==> src/rtl/core/spg_pkg.sv <==
// shared constants, command and mode codes, and the request type for the
// stepper pulse generator; no dependencies
package spg_pkg;

  localparam int unsigned TICKS_PER_MS     = 1000;
  localparam int unsigned PULSE_HIGH_TICKS = 200;
  localparam int unsigned FAST_CYCLE_TICKS = 400;

  localparam int unsigned FAST_LEN = (FAST_CYCLE_TICKS < PULSE_HIGH_TICKS) ?
                                     PULSE_HIGH_TICKS : FAST_CYCLE_TICKS;

  localparam int unsigned SUB_W    = (TICKS_PER_MS > 1) ? $clog2(TICKS_PER_MS) : 1;
  localparam int unsigned TIMER_W  = 9;
  localparam int unsigned PERIOD_W = 24;
  localparam int unsigned NOW_W    = 32;
  localparam int unsigned FRAC_W   = 8;
  localparam int unsigned TARGET_W = NOW_W + FRAC_W;
  localparam int unsigned ROUND_HALF = 1 << (FRAC_W - 1);

  typedef enum logic [1:0] {
    CMD_TICK       = 2'd0,
    CMD_SET_MODE   = 2'd1,
    CMD_SET_PERIOD = 2'd2
  } cmd_e;

  typedef enum logic [1:0] {
    MODE_STOP     = 2'd0,
    MODE_FORWARD  = 2'd1,
    MODE_BACKWARD = 2'd2,
    MODE_FAST     = 2'd3
  } mode_e;

  typedef struct packed {
    logic                tick;
    logic                set_mode;
    logic                set_period;
    mode_e               mode;
    logic [PERIOD_W-1:0] period;
  } req_t;

endpackage

==> src/rtl/core/stepper_pulse_generator.sv <==
// top level of the stepper step/direction pulse generator
// instantiates spg_front and spg_back; uses spg_pkg
//
// The block takes one command request per clock while in_stall_o is low
// (tick, set mode, set step period) and returns one result request per
// command with the enable, direction and step pulse levels and a flag for
// a step begun on that tick. Sustained rate is one request per cycle while
// out_stall_i is low. An accepted command is written into the two-entry
// input queue; the back end pops it when the output register is free and
// updates the time base, pulse timer and forward schedule and loads the
// output register. The longest path is the forward schedule: millisecond
// increment, 40-bit target restart add and the 32-bit due compare. Input
// stall rises only when the queue is full, which happens only while the
// output is held by out_stall_i.
module stepper_pulse_generator (
  input  logic                         clk_i,
  input  logic                         rst_ni,
  input  logic                         in_valid_i,
  output logic                         in_stall_o,
  input  logic [1:0]                   command_i,
  input  logic [1:0]                   mode_i,
  input  logic [spg_pkg::PERIOD_W-1:0] period_q8_i,
  output logic                         out_valid_o,
  input  logic                         out_stall_i,
  output logic                         enable_o,
  output logic                         direction_level_o,
  output logic                         pulse_o,
  output logic                         step_started_o
);
  import spg_pkg::*;

  req_t req;
  logic req_valid;
  logic req_pop;

  spg_front u_front (
    .clk_i       (clk_i),
    .rst_ni      (rst_ni),
    .in_valid_i  (in_valid_i),
    .in_stall_o  (in_stall_o),
    .command_i   (command_i),
    .mode_i      (mode_i),
    .period_q8_i (period_q8_i),
    .req_valid_o (req_valid),
    .req_o       (req),
    .req_pop_i   (req_pop)
  );

  spg_back u_back (
    .clk_i             (clk_i),
    .rst_ni            (rst_ni),
    .req_valid_i       (req_valid),
    .req_i             (req),
    .req_pop_o         (req_pop),
    .out_valid_o       (out_valid_o),
    .out_stall_i       (out_stall_i),
    .enable_o          (enable_o),
    .direction_level_o (direction_level_o),
    .pulse_o           (pulse_o),
    .step_started_o    (step_started_o)
  );

  // no step pulse while the driver is disabled
  a_pulse_needs_enable: assert property (@(posedge clk_i) disable iff (!rst_ni)
    (out_valid_o && !enable_o) |-> !pulse_o)
    else $error("step pulse high with driver disabled");

  // a step that starts shows a high pulse level
  a_start_shows_pulse: assert property (@(posedge clk_i) disable iff (!rst_ni)
    (out_valid_o && step_started_o) |-> pulse_o)
    else $error("step started without pulse level");

  // queue fills only behind a held result
  a_full_only_when_held: assert property (@(posedge clk_i) disable iff (!rst_ni)
    in_stall_o |-> out_valid_o)
    else $error("input stalled with empty output register");

endmodule

==> src/rtl/core/spg_front.sv <==
// front end: accepts command requests, classifies them and holds them in a
// two-entry queue for the back end; uses spg_pkg
module spg_front (
  input  logic                     clk_i,
  input  logic                     rst_ni,
  input  logic                     in_valid_i,
  output logic                     in_stall_o,
  input  logic [1:0]               command_i,
  input  logic [1:0]               mode_i,
  input  logic [spg_pkg::PERIOD_W-1:0] period_q8_i,
  output logic                     req_valid_o,
  output spg_pkg::req_t            req_o,
  input  logic                     req_pop_i
);
  import spg_pkg::*;

  req_t       mem_q [2];
  req_t       req_in;
  logic [1:0] count_q, count_d;
  logic       wr_ptr_q, rd_ptr_q;
  logic       push;

  always_comb begin
    req_in            = '0;
    req_in.mode       = mode_e'(mode_i);
    req_in.period     = period_q8_i;
    case (cmd_e'(command_i))
      CMD_TICK:       req_in.tick = 1'b1;
      CMD_SET_MODE:   req_in.set_mode = 1'b1;
      CMD_SET_PERIOD: req_in.set_period = 1'b1;
      default: ;
    endcase
  end

  assign in_stall_o  = (count_q == 2'd2);
  assign push        = in_valid_i && !in_stall_o;
  assign req_valid_o = (count_q != 2'd0);
  assign req_o       = mem_q[rd_ptr_q];

  always_comb begin
    count_d = count_q;
    case ({push, req_pop_i})
      2'b10:   count_d = count_q + 2'd1;
      2'b01:   count_d = count_q - 2'd1;
      default: ;
    endcase
  end

  always_ff @(posedge clk_i) begin
    if (push) begin
      mem_q[wr_ptr_q] <= req_in;
    end
  end

  always_ff @(posedge clk_i or negedge rst_ni) begin
    if (!rst_ni) begin
      count_q  <= 2'd0;
      wr_ptr_q <= 1'b0;
      rd_ptr_q <= 1'b0;
    end else begin
      count_q <= count_d;
      if (push) begin
        wr_ptr_q <= !wr_ptr_q;
      end
      if (req_pop_i) begin
        rd_ptr_q <= !rd_ptr_q;
      end
    end
  end

endmodule

==> src/rtl/core/spg_back.sv <==
// back end: applies mode and period requests, runs the time base, pulse timer
// and step scheduler on each tick request and holds the result in an output register; uses spg_pkg
module spg_back (
  input  logic          clk_i,
  input  logic          rst_ni,
  input  logic          req_valid_i,
  input  spg_pkg::req_t req_i,
  output logic          req_pop_o,
  output logic          out_valid_o,
  input  logic          out_stall_i,
  output logic          enable_o,
  output logic          direction_level_o,
  output logic          pulse_o,
  output logic          step_started_o
);
  import spg_pkg::*;

  localparam logic [SUB_W-1:0] SUB_LAST = SUB_W'(TICKS_PER_MS - 1);

  mode_e                req_mode_q, req_mode_d;
  mode_e                active_q, active_d;
  mode_e                am;
  logic [PERIOD_W-1:0]  period_q, period_d;
  logic                 pending_q, pending_d;
  logic [SUB_W-1:0]     sub_q, sub_d, sub_tick;
  logic [NOW_W-1:0]     now_q, now_d, now_tick;
  // schedule target kept with the rounding half already added
  logic [TARGET_W-1:0]  target_q, target_d, target_mid, restart_b;
  logic [TIMER_W-1:0]   timer_q, timer_d, timer_dec;
  logic                 enable_q, enable_d;
  logic                 dir_q, dir_d;
  logic                 pulse_q, pulse_d;
  logic                 started;
  logic                 run_ctrl;
  logic                 mode_change, adopt_fwd;

  logic out_valid_q, out_enable_q, out_dir_q, out_pulse_q, out_started_q;

  function automatic logic [TIMER_W-1:0] cycle_len(mode_e m);
    return (m == MODE_FORWARD) ? TIMER_W'(PULSE_HIGH_TICKS) : TIMER_W'(FAST_LEN);
  endfunction

  assign req_pop_o = req_valid_i && (!out_valid_q || !out_stall_i);

  assign sub_tick  = (sub_q == SUB_LAST) ? '0 : sub_q + 1'b1;
  assign now_tick  = (sub_q == SUB_LAST) ? now_q + 1'b1 : now_q;
  assign timer_dec = timer_q - 1'b1;
  assign restart_b = {now_tick, {FRAC_W{1'b0}}} + TARGET_W'(period_q)
                     + TARGET_W'(ROUND_HALF);

  assign mode_change = (req_mode_q != active_q);
  assign am          = mode_change ? req_mode_q : active_q;
  assign adopt_fwd   = mode_change && (req_mode_q == MODE_FORWARD);
  assign target_mid  = adopt_fwd ? restart_b : target_q;

  always_comb begin
    req_mode_d = req_mode_q;
    active_d   = active_q;
    period_d   = period_q;
    pending_d  = pending_q;
    sub_d      = sub_q;
    now_d      = now_q;
    target_d   = target_q;
    timer_d    = timer_q;
    enable_d   = enable_q;
    dir_d      = dir_q;
    pulse_d    = pulse_q;
    started    = 1'b0;
    run_ctrl   = 1'b0;

    if (req_i.set_mode) begin
      req_mode_d = req_i.mode;
    end
    if (req_i.set_period) begin
      period_d  = req_i.period;
      pending_d = 1'b1;
    end

    if (req_i.tick) begin
      sub_d = sub_tick;
      now_d = now_tick;
      if (timer_q != '0) begin
        timer_d = timer_dec;
        if (({1'b0, timer_dec} + (TIMER_W+1)'(PULSE_HIGH_TICKS))
            <= {1'b0, cycle_len(active_q)}) begin
          pulse_d = 1'b0;
        end
        if (timer_dec == '0) begin
          pulse_d  = 1'b0;
          run_ctrl = 1'b1;
        end
      end else begin
        run_ctrl = 1'b1;
      end
    end

    if (run_ctrl) begin
      if (mode_change) begin
        active_d = req_mode_q;
        case (req_mode_q)
          MODE_STOP: begin
            enable_d = 1'b0;
          end
          MODE_BACKWARD: begin
            enable_d = 1'b1;
            dir_d    = 1'b0;
          end
          default: begin
            enable_d = 1'b1;
            dir_d    = 1'b1;
          end
        endcase
      end
      case (am)
        MODE_STOP: ;
        MODE_FORWARD: begin
          if (pending_q) begin
            target_d  = restart_b;
            pending_d = 1'b0;
          end else if (now_tick >= target_mid[TARGET_W-1:FRAC_W]) begin
            pulse_d  = 1'b1;
            timer_d  = cycle_len(am);
            target_d = target_mid + TARGET_W'(period_q);
            started  = 1'b1;
          end else begin
            target_d = target_mid;
          end
        end
        default: begin
          pulse_d = 1'b1;
          timer_d = cycle_len(am);
          started = 1'b1;
        end
      endcase
    end
  end

  always_ff @(posedge clk_i or negedge rst_ni) begin
    if (!rst_ni) begin
      req_mode_q <= MODE_STOP;
      active_q   <= MODE_STOP;
      period_q   <= '0;
      pending_q  <= 1'b0;
      sub_q      <= '0;
      now_q      <= '0;
      target_q   <= TARGET_W'(ROUND_HALF);
      timer_q    <= '0;
      enable_q   <= 1'b0;
      dir_q      <= 1'b0;
      pulse_q    <= 1'b0;
    end else if (req_pop_o) begin
      req_mode_q <= req_mode_d;
      active_q   <= active_d;
      period_q   <= period_d;
      pending_q  <= pending_d;
      sub_q      <= sub_d;
      now_q      <= now_d;
      target_q   <= target_d;
      timer_q    <= timer_d;
      enable_q   <= enable_d;
      dir_q      <= dir_d;
      pulse_q    <= pulse_d;
    end
  end

  always_ff @(posedge clk_i or negedge rst_ni) begin
    if (!rst_ni) begin
      out_valid_q <= 1'b0;
    end else if (req_pop_o) begin
      out_valid_q <= 1'b1;
    end else if (!out_stall_i) begin
      out_valid_q <= 1'b0;
    end
  end

  always_ff @(posedge clk_i) begin
    if (req_pop_o) begin
      out_enable_q  <= enable_d;
      out_dir_q     <= dir_d;
      out_pulse_q   <= pulse_d;
      out_started_q <= started;
    end
  end

  assign out_valid_o       = out_valid_q;
  assign enable_o          = out_enable_q;
  assign direction_level_o = out_dir_q;
  assign pulse_o           = out_pulse_q;
  assign step_started_o    = out_started_q;

endmodule
==> config.mk <==
export PLATFORM = sky130hd
export DESIGN_NAME = stepper_pulse_generator
export DESIGN_NICKNAME = d
export VERILOG_FILES = /design/src/rtl/core/spg_pkg.sv /design/src/rtl/core/stepper_pulse_generator.sv /design/src/rtl/core/spg_front.sv /design/src/rtl/core/spg_back.sv
export SDC_FILE = /design/constraint.sdc
export NUM_CORES = 1
export LEC_CHECK = 0
export BUFFER_PORTS_ARGS = -buffer_cell sky130_fd_sc_hd__buf_2
export CORE_MARGIN = 1
export CORE_UTILIZATION = 35
export DETAILED_ROUTE_END_ITERATION = 10
export HOLD_SLACK_MARGIN = 0.06
export SLEW_MARGIN = 0
export SYNTH_ARGS = -nofsm -noshare
export SYNTH_HDL_FRONTEND = slang
export SYNTH_SLANG_ARGS = --single-unit
==> constraint.sdc <==
create_clock -name clk_i -period 7.3 [get_ports clk_i]
set_clock_uncertainty 0.2 [all_clocks]
set_input_delay 1.46 -clock clk_i [delete_from_list [all_inputs] [get_ports clk_i]]
set_output_delay 1.46 -clock clk_i [all_outputs]
set_load 0.02 [all_outputs]
==> summary.txt, run 1 <==
Slew HR - 29.77%
CP most frequent cell - and3_1
clock-pin slew on the worst setup and hold paths - 0.08 ns
grt total ovfl - 0
WS Path Type - flop to flop
H-tree Lvls - 4
status - finished clean
All-Layer GR Usage - 17.28%
PD cells - 382.2 nW/µm²
Clk pwr share - 17.5%
row cnt - 71
post-route clock period utilization - 93.64%
CP Capture Type - flop
Seq/Total Area, Yosys - 38.02%
Seq cells post-synth - 190
CTS Buffer Depth - 2
xor and xnor area share after synthesis - 8.469%
Mapped Avg Cell Area - 9.011 µm²
die area - 38860 µm²
post-synthesis mux area share - 4.901%
Primary FF master, synth - dfrtp_1
leakage power - 6.552 nW
Die Y - 197.1 µm
Avg WL per Cell - 16.17 µm
Synth Area in Simple Gates - 18.58%
Adder-Cell Fraction of Synth Area - 7.905%
clk sinks - 190
main combinational cell family by area after synthesis - simple AND/OR/NAND/NOR gates
DPL Wire Length - 23.28 mm
RePlAce Congestion - 0.8993
DR vias - 10690
asr flop ratio synth - 67.37%
DR pass1 iterations - 7
Comb pwr share - 53.4%
Tmin final - 6.836 ns
Finished Layout Cells - 2018
Worst Tran Pin Value - 1.051 ns
initial drt markers - 725
placed cell count - 1982
number of flops mapped to enable cells by yosys - 62
commonest non-fill, non-tap cell in the layout - nand2_1
Syn Nets - 1594
Core ar. - 37580 µm²
final wirelength - 32.63 mm
Distinct cells, synth - 89
first-pass GRT wire length - 53.18 mm
CTS tree - done
Internal - 3.194 mW
antenna violations before repair - 0
Critical Path Max Stage Delay - 0.41 ns
Net Switching - 2.494 mW
pins over their slew limit - 0
Synth warnings - 0
Hold Path Class - flop to flop
vias per inst - 5.299
Num CTS Buffers - 17
ant diodes - 0
synthesized area - 13330 µm²
max-cap check violation count - 0
most frequent cells in the layout - 169 x nand2_1, 136 x nor2_1, 127 x dfrtp_1
Synth Instances - 1479
fraction of final layout cells sized beyond drive strength 1 - 10.82%
Synth Area in Compound Gates - 18.13%
worst-path cell with the longest stage delay - dfrtp_1
Final ANT Viol Nets - 0
Initial Util - 35.46%
DR DRC count - 0
maximum VDD drop - 302.5 µV
nets - 1609
Worst Path Arrival - 6.97 ns
Clock Latency Late Sink - 0.47 ns
maximum number of pins on one net before global-route repair - 87
number of global-route vias before repair - 10300
io pins - 38
Critical Path RT - 7.43 ns
switch share - 43.85%
Max Fclk - 0.1463 GHz
number of hold buffers added after CTS - 0
Reg power frac - 29.1%
CTS root buf - clkbuf_16
Startpoint Class - flop
Final Hold Vio Count - 0
Fin Hold WS - 0.2798 ns
area growth from synthesis to layout - 11.68%
port bufs - 37
Die X - 197.1 µm
peak fanout along the critical path - 9
final setup vio count - 0
## critical path, delay by kind of cell, from the launching register on
family | cells | cell delay (ns)
and+or+nand+nor | 13 | 2.84
xor gates and xnor gates | 2 | 0.42
buffers and inverters | 1 | 0.22
adders and majority gates | 3 | 0.97
muxes | 1 | 0.17
AOI/OAI and AO/OA | 7 | 1.48
DFF | 1 | 0.41
## path summary, 6_finish.rpt
check | to | slack, ns | start | depth (start not counted)
worst max-delay path | u_back.target_q[32]$_DFFE_PN0P_ | 0.46 | u_back.sub_q[0]$_DFFE_PN0P_ | 27
worst min-delay path | u_back.target_q[5]$_DFFE_PN0P_ | 0.28 | u_back.target_q[5]$_DFFE_PN0P_ | 1
worst max register to register | u_back.target_q[32]$_DFFE_PN0P_ | 0.46 | u_back.sub_q[0]$_DFFE_PN0P_ | 27
worst min register to register | u_back.target_q[5]$_DFFE_PN0P_ | 0.28 | u_back.target_q[5]$_DFFE_PN0P_ | 1
max in group asynchronous | u_back.target_q[32]$_DFFE_PN0P_ | 4.92 | rst_ni | 2
min in group asynchronous | u_back.now_q[29]$_DFFE_PN0P_ | 0.84 | rst_ni | 1
## power by group through the flow
stage | registers (mW) | logic [mW] | clock network (mW)
global route | 1.69 | 3.42 | 1.06
CTS | 1.65 | 3.01 | 1.03
detailed placement | 1.67 | 2.98 | 0
global placement | 1.66 | 2.93 | 0
finish | 1.66 | 3.04 | 0.997
floorplan | 1.57 | 2.38 | 0
## cell families after synthesis
group | Yosys count
buffers and inverters | 134
AOI/OAI and AO/OA | 377
and+or+nand+nor | 503
adders and majority gates | 83
DFF | 190
xor gates and xnor gates | 128
muxes | 64
## registers in the layout, indices dropped and copies added (netlist names)
| signal | cells |
|---|---|
| u_back.req_mode_q | 2 |
| u_back.timer_q | 9 |
| u_back.pending_q | 1 |
| u_back.sub_q | 10 |
| u_back.active_q | 2 |
| u_back.enable_o | 1 |
| u_front.mem_q | 58 |
| u_back.now_q | 32 |
| u_back.direction_level_o | 1 |
| u_back.step_started_o | 1 |
| u_back.target_q | 40 |
| u_back.enable_q | 1 |
| u_back.pulse_o | 1 |
| u_back.dir_q | 1 |
| u_back.period_q | 24 |
| u_back.out_valid_o | 1 |
| u_front.wr_ptr_q | 1 |
| u_back.pulse_q | 1 |
| u_front.rd_ptr_q | 1 |
| u_front.count_q | 2 |
## metrics by stage
step	setup slack (ns)	util, %	TNS [ns]	power, mW	cell area [µm²]
after CTS	0.03179	39.18	0	5.693	14720
after global placement	0.07398	37.51	0	4.595	14100
after detailed placement	-0.04179	37.51	-0.09014	4.655	14100
final	0.4641	39.61	0	5.688	14880
after global routing	-0.04567	39.61	-0.1295	6.174	14880
after floorplan	0.7609	-	0	3.950	13330
## per-layer routing
metal / up-vias / global-route usage [%] / share of wire (%)
met4: 0 / 4.881 / 1.5
li1: 5330 / - / -
met1: 5128 / 22.57 / 46
met2: 209 / 29.42 / 49
met5: - / 0 / 0
met3: 26 / 2.766 / 3.7
## what timing repair did
| action | in CTS | in global routing |
|---|---|---|
| pin swaps | 0 | 4 |
| buffers inserted | 0 | 4 |
| setup endpoints to repair | 4 | 47 |
| gates resized for setup | 1 | 23 |
| endpoints found under the hold margin | 0 | 0 |
## Yosys cell counts (all sizes together), types with 23 or more instances
library cell	n	share of area [%]
mux2i	57	4.3
nand2	172	5.0
edfxtp	62	14
xor2	42	2.8
nor2	139	3.9
nor3	24	1.0
a21o	36	2.0
xnor2	86	5.7
nand3	35	1.4
o21ai	98	3.7
ha	81	7.6
dfrtp	127	24
clkbuf	48	1.4
nand4	24	1.3
buf	23	0.86
a21oi	113	4.2
inv	63	1.8
## area by class of cell
class                   count  area [µm²]
fillers                  3749       22690
multi-input cells        1155        7899
flip-flops and latches    190        5066
well taps                 511       639.4
clock buffers              17       425.4
repair buffers             67       420.4
inverters                  63       236.5
clock inverters            15       196.4
No activity file was read; power rests on OpenSTA's default activity.
==> run 2, diff against run 1 <==
Settings changed: ABC_AREA from default to 1, CORE_MARGIN 1 to default, CORE_UTILIZATION 35 to 40.
==> run 2 against run 1 <==
Effect of this change:
- flip-flop and latch count unchanged
- count of clock-buffer cells in the layout up 2
- critical path depth up 9
- register-to-register slack better by 0.33 ns
- first-iteration DRC count up 27%
- critical path type unchanged
- largest cell class unchanged
==> summary.txt, run 2 <==
Largest Register - u_front.mem_q
Worst Path Arrival - 6.66 ns (-0.31 ns)
Yosys top cell area share - 23.74% (-0.11 points)
Die Y - 184.9 µm (-6.2%)
clk sinks - 190 (unchanged)
Distinct cells, synth - 61 (-31%)
DR DRC count - 0 (unchanged)
ant diodes - 0 (unchanged)
RePlAce Congestion - 0.9651 (+7.3%)
final wirelength - 35.66 mm (+9.3%)
hold_sp - u_back.target_q[31]$_DFFE_PN0P_
nets - 1920 (+19%)
commonest cells in the netlist - 487 x nand2_1, 188 x inv_1, 154 x nor2_1
most frequent cells in the layout - 487 x nand2_1, 188 x inv_1, 150 x nor2_1
clock-pin slew on the worst setup and hold paths - 0.09 ns (about the same)
Startpoint Class - flop
io pins - 38 (unchanged)
cell taking the most area after synthesis - dfrtp_1
Clock Latency Late Sink - 0.46 ns (about the same)
Initial Util - 40.94% (+5.5 points)
number of flops mapped to enable cells by yosys - 62 (unchanged)
post-route clock period utilization - 89.10% (-4.5 points)
DR vias - 11810 (+10%)
Final Hold Vio Count - 0 (unchanged)
port bufs - 37 (unchanged)
max-cap check violation count - 0 (unchanged)
Worst Tran Pin Value - 0.9979 ns (-0.05299 ns)
Critical Path Max Stage Delay - 0.39 ns (-0.02 ns)
max FFs per register - 58 (unchanged)
Syn Nets - 1893 (+19%)
synthesized area - 13390 µm² (+0.46%)
H-tree Lvls - 4 (unchanged)
PD cells - 351.0 nW/µm² (-8.2%)
Hold Path Class - flop to flop
row cnt - 66 (-7.0%)
antenna violations before repair - 0 (unchanged)
All-Layer GR Usage - 22.14% (+4.9 points)
CTS root buf - clkbuf_16
maximum number of pins on one net before global-route repair - 66 (-24%)
post-CTS setup buffer count - 0 (unchanged)
WS Path Type - flop to flop
Avg WL per Cell - 15.78 µm (-2.4%)
Final ANT Viol Nets - 0 (unchanged)
fraction of final layout cells sized beyond drive strength 1 - 9.406% (-1.4 points)
final setup vio count - 0 (unchanged)
Tmin final - 6.504 ns (-0.3319 ns)
Critical Path RT - 7.45 ns (+0.02 ns)
reg2reg path depth - 36 (+33%)
CP endpoint - u_back.target_q[8]$_DFFE_PN0P_
fillers - 3323 (-11%)
largest registers - u_front.mem_q x58, u_back.target_q x40, u_back.now_q x32
Synth warnings - 0 (unchanged)
DR pass1 iterations - 9 (+2)
Synth Instances - 1778 (+20%)
final core utilization - 45.02% (+5.4 points)
Max Fclk - 0.1538 GHz (+5.1%)
CP Capture Type - flop
worst-path cell with the longest stage delay - nor3_1
CTS Buffer Depth - 2 (unchanged)
Crit Reg-Reg Endpoint - u_back.target_q[8]$_DFFE_PN0P_
RSZ-0062 raised after global routing - no
Primary FF master, synth - dfrtp_1
DPL Wire Length - 26.14 mm (+12%)
CTS tree - done
die area - 34200 µm² (-12%)
vias per inst - 5.225 (-1.4%)
Finished Layout Cells - 2260 (+12%)
grt total ovfl - 0 (unchanged)
number of hold buffers added after CTS - 0 (unchanged)
initial drt markers - 920 (+27%)
Core ar. - 32700 µm² (-13%)
leakage power - 6.696 nW (+2.2%)
first-pass GRT wire length - 59.04 mm (+11%)
Seq cells post-synth - 190 (unchanged)
CP most frequent cell - nand2_1
Seq/Total Area, Yosys - 37.84% (-0.17 points)
Mapped Avg Cell Area - 7.530 µm² (-16%)
area growth from synthesis to layout - 9.962%
Synth area leaders - dfrtp_1 24%, edfxtp_1 14%, nand2_1 14%
placed cell count - 2228 (+12%)
maximum VDD drop - 330.6 µV (+9.3%)
reg-to-reg slack, setup - 0.80 ns (+0.33 ns)
peak fanout along the critical path - 54 (+45)
TNS Setup - 0 ns (unchanged)
count leader, synth - nand2_1
number of gates resized after CTS - 0 (-1)
Num CTS Buffers - 17 (unchanged)
worst r2r src - u_back.sub_q[0]$_DFFE_PN0P_
pins over their slew limit - 0 (unchanged)
status - finished clean
Die X - 184.9 µm (-6.2%)
asr flop ratio synth - 67.37% (unchanged)
number of global-route vias before repair - 11390 (+11%)
Slew HR - 33.40% (+3.6 points)
commonest non-fill, non-tap cell in the layout - nand2_1
CP startpoint - u_back.sub_q[0]$_DFFE_PN0P_
-- run 2: cell types whose count changed after synthesis, sizes merged, moves of 28 or more --
cell / before / now
xnor2: 86 / 24
nand2: 172 / 504
a21oi: 113 / 85
inv: 63 / 200
o21ai: 98 / 146
nand3: 35 / 88
mux2i: 57 / 3
a21o: 36 / 2
nor2: 139 / 168
-- run 2: layer usage --
layer	part of all wire [%]	GRT usage [%]
met5	0	0
met1	46	29.93
met3	5.0	3.107
met4	3.0	8.198
met2	46	35.94
-- run 2: where the power goes --
group	leakage [nW]	internal (mW)	switching, mW
clock	0.305	0.503	0.484
combinational	4.23	0.924	1.63
sequential	2.16	1.40	0.229
-- run 2: critical path: cells and delay by family, from the launching register on --
kind,cells,cell delay [ns]
AND/OR/NAND/NOR,24,3.65
XOR/XNOR,2,0.44
buffers and inverters,2,0.28
AO/OA/AOI/OAI,5,0.61
adder cells (fa/ha/maj),3,0.82
flip-flops,1,0.36
-- run 2: cell families (layout without fill, tap and decap cells) --
kind of cell | Yosys count | after routing | synth area share [%]
and+or+nand+nor | 843 | 843 | 27.39
AOI/OAI and AO/OA | 325 | 325 | 13.98
buffers and inverters | 253 | 293 | 7.336
DFF | 190 | 190 | 37.84
adders and majority gates | 83 | 83 | 7.869
xor gates and xnor gates | 81 | 81 | 5.355
muxes | 3 | 3 | 0.2243
-- run 2: stage by stage --
step	total power, mW	cell area, µm²	hold slack (ns)	setup slack, ns
floorplan	3.531	13390	0.2414	1.971
global placement	4.137	14090	0.2560	1.009
detailed placement	4.187	14090	0.2614	0.8698
CTS	5.198	14720	0.2841	0.8476
global route	5.618	14720	0.2894	0.2151
finish	5.167	14720	0.2800	0.7960
-- run 2: how the worst min path moves through the flow --
stage	slack, ns	to	depth (start not counted)
2_1_floorplan	0.24	u_back.target_q[31]$_DFFE_PN0P_	2
3_3_place_gp	0.26	u_back.target_q[28]$_DFFE_PN0P_	2
3_5_place_dp	0.26	u_back.target_q[1]$_DFFE_PN0P_	2
4_1_cts	0.28	u_back.target_q[31]$_DFFE_PN0P_	2
5_1_grt	0.29	u_back.target_q[9]$_DFFE_PN0P_	2
6_report	0.28	u_back.target_q[31]$_DFFE_PN0P_	2
-- run 2: final cells by class --
cell class                      instances  area (µm²)  area share, %
Clock inverter                         13       157.7          1.071
Timing Repair Buffer                   56       334.1          2.269
Inverter                              205       769.5          5.227
Multi-Input combinational cell       1335        7366          50.03
Sequential cell                       190        5066          34.41
Clock buffer                           19       475.5          3.230
Tap cell                              442       553.0          3.757
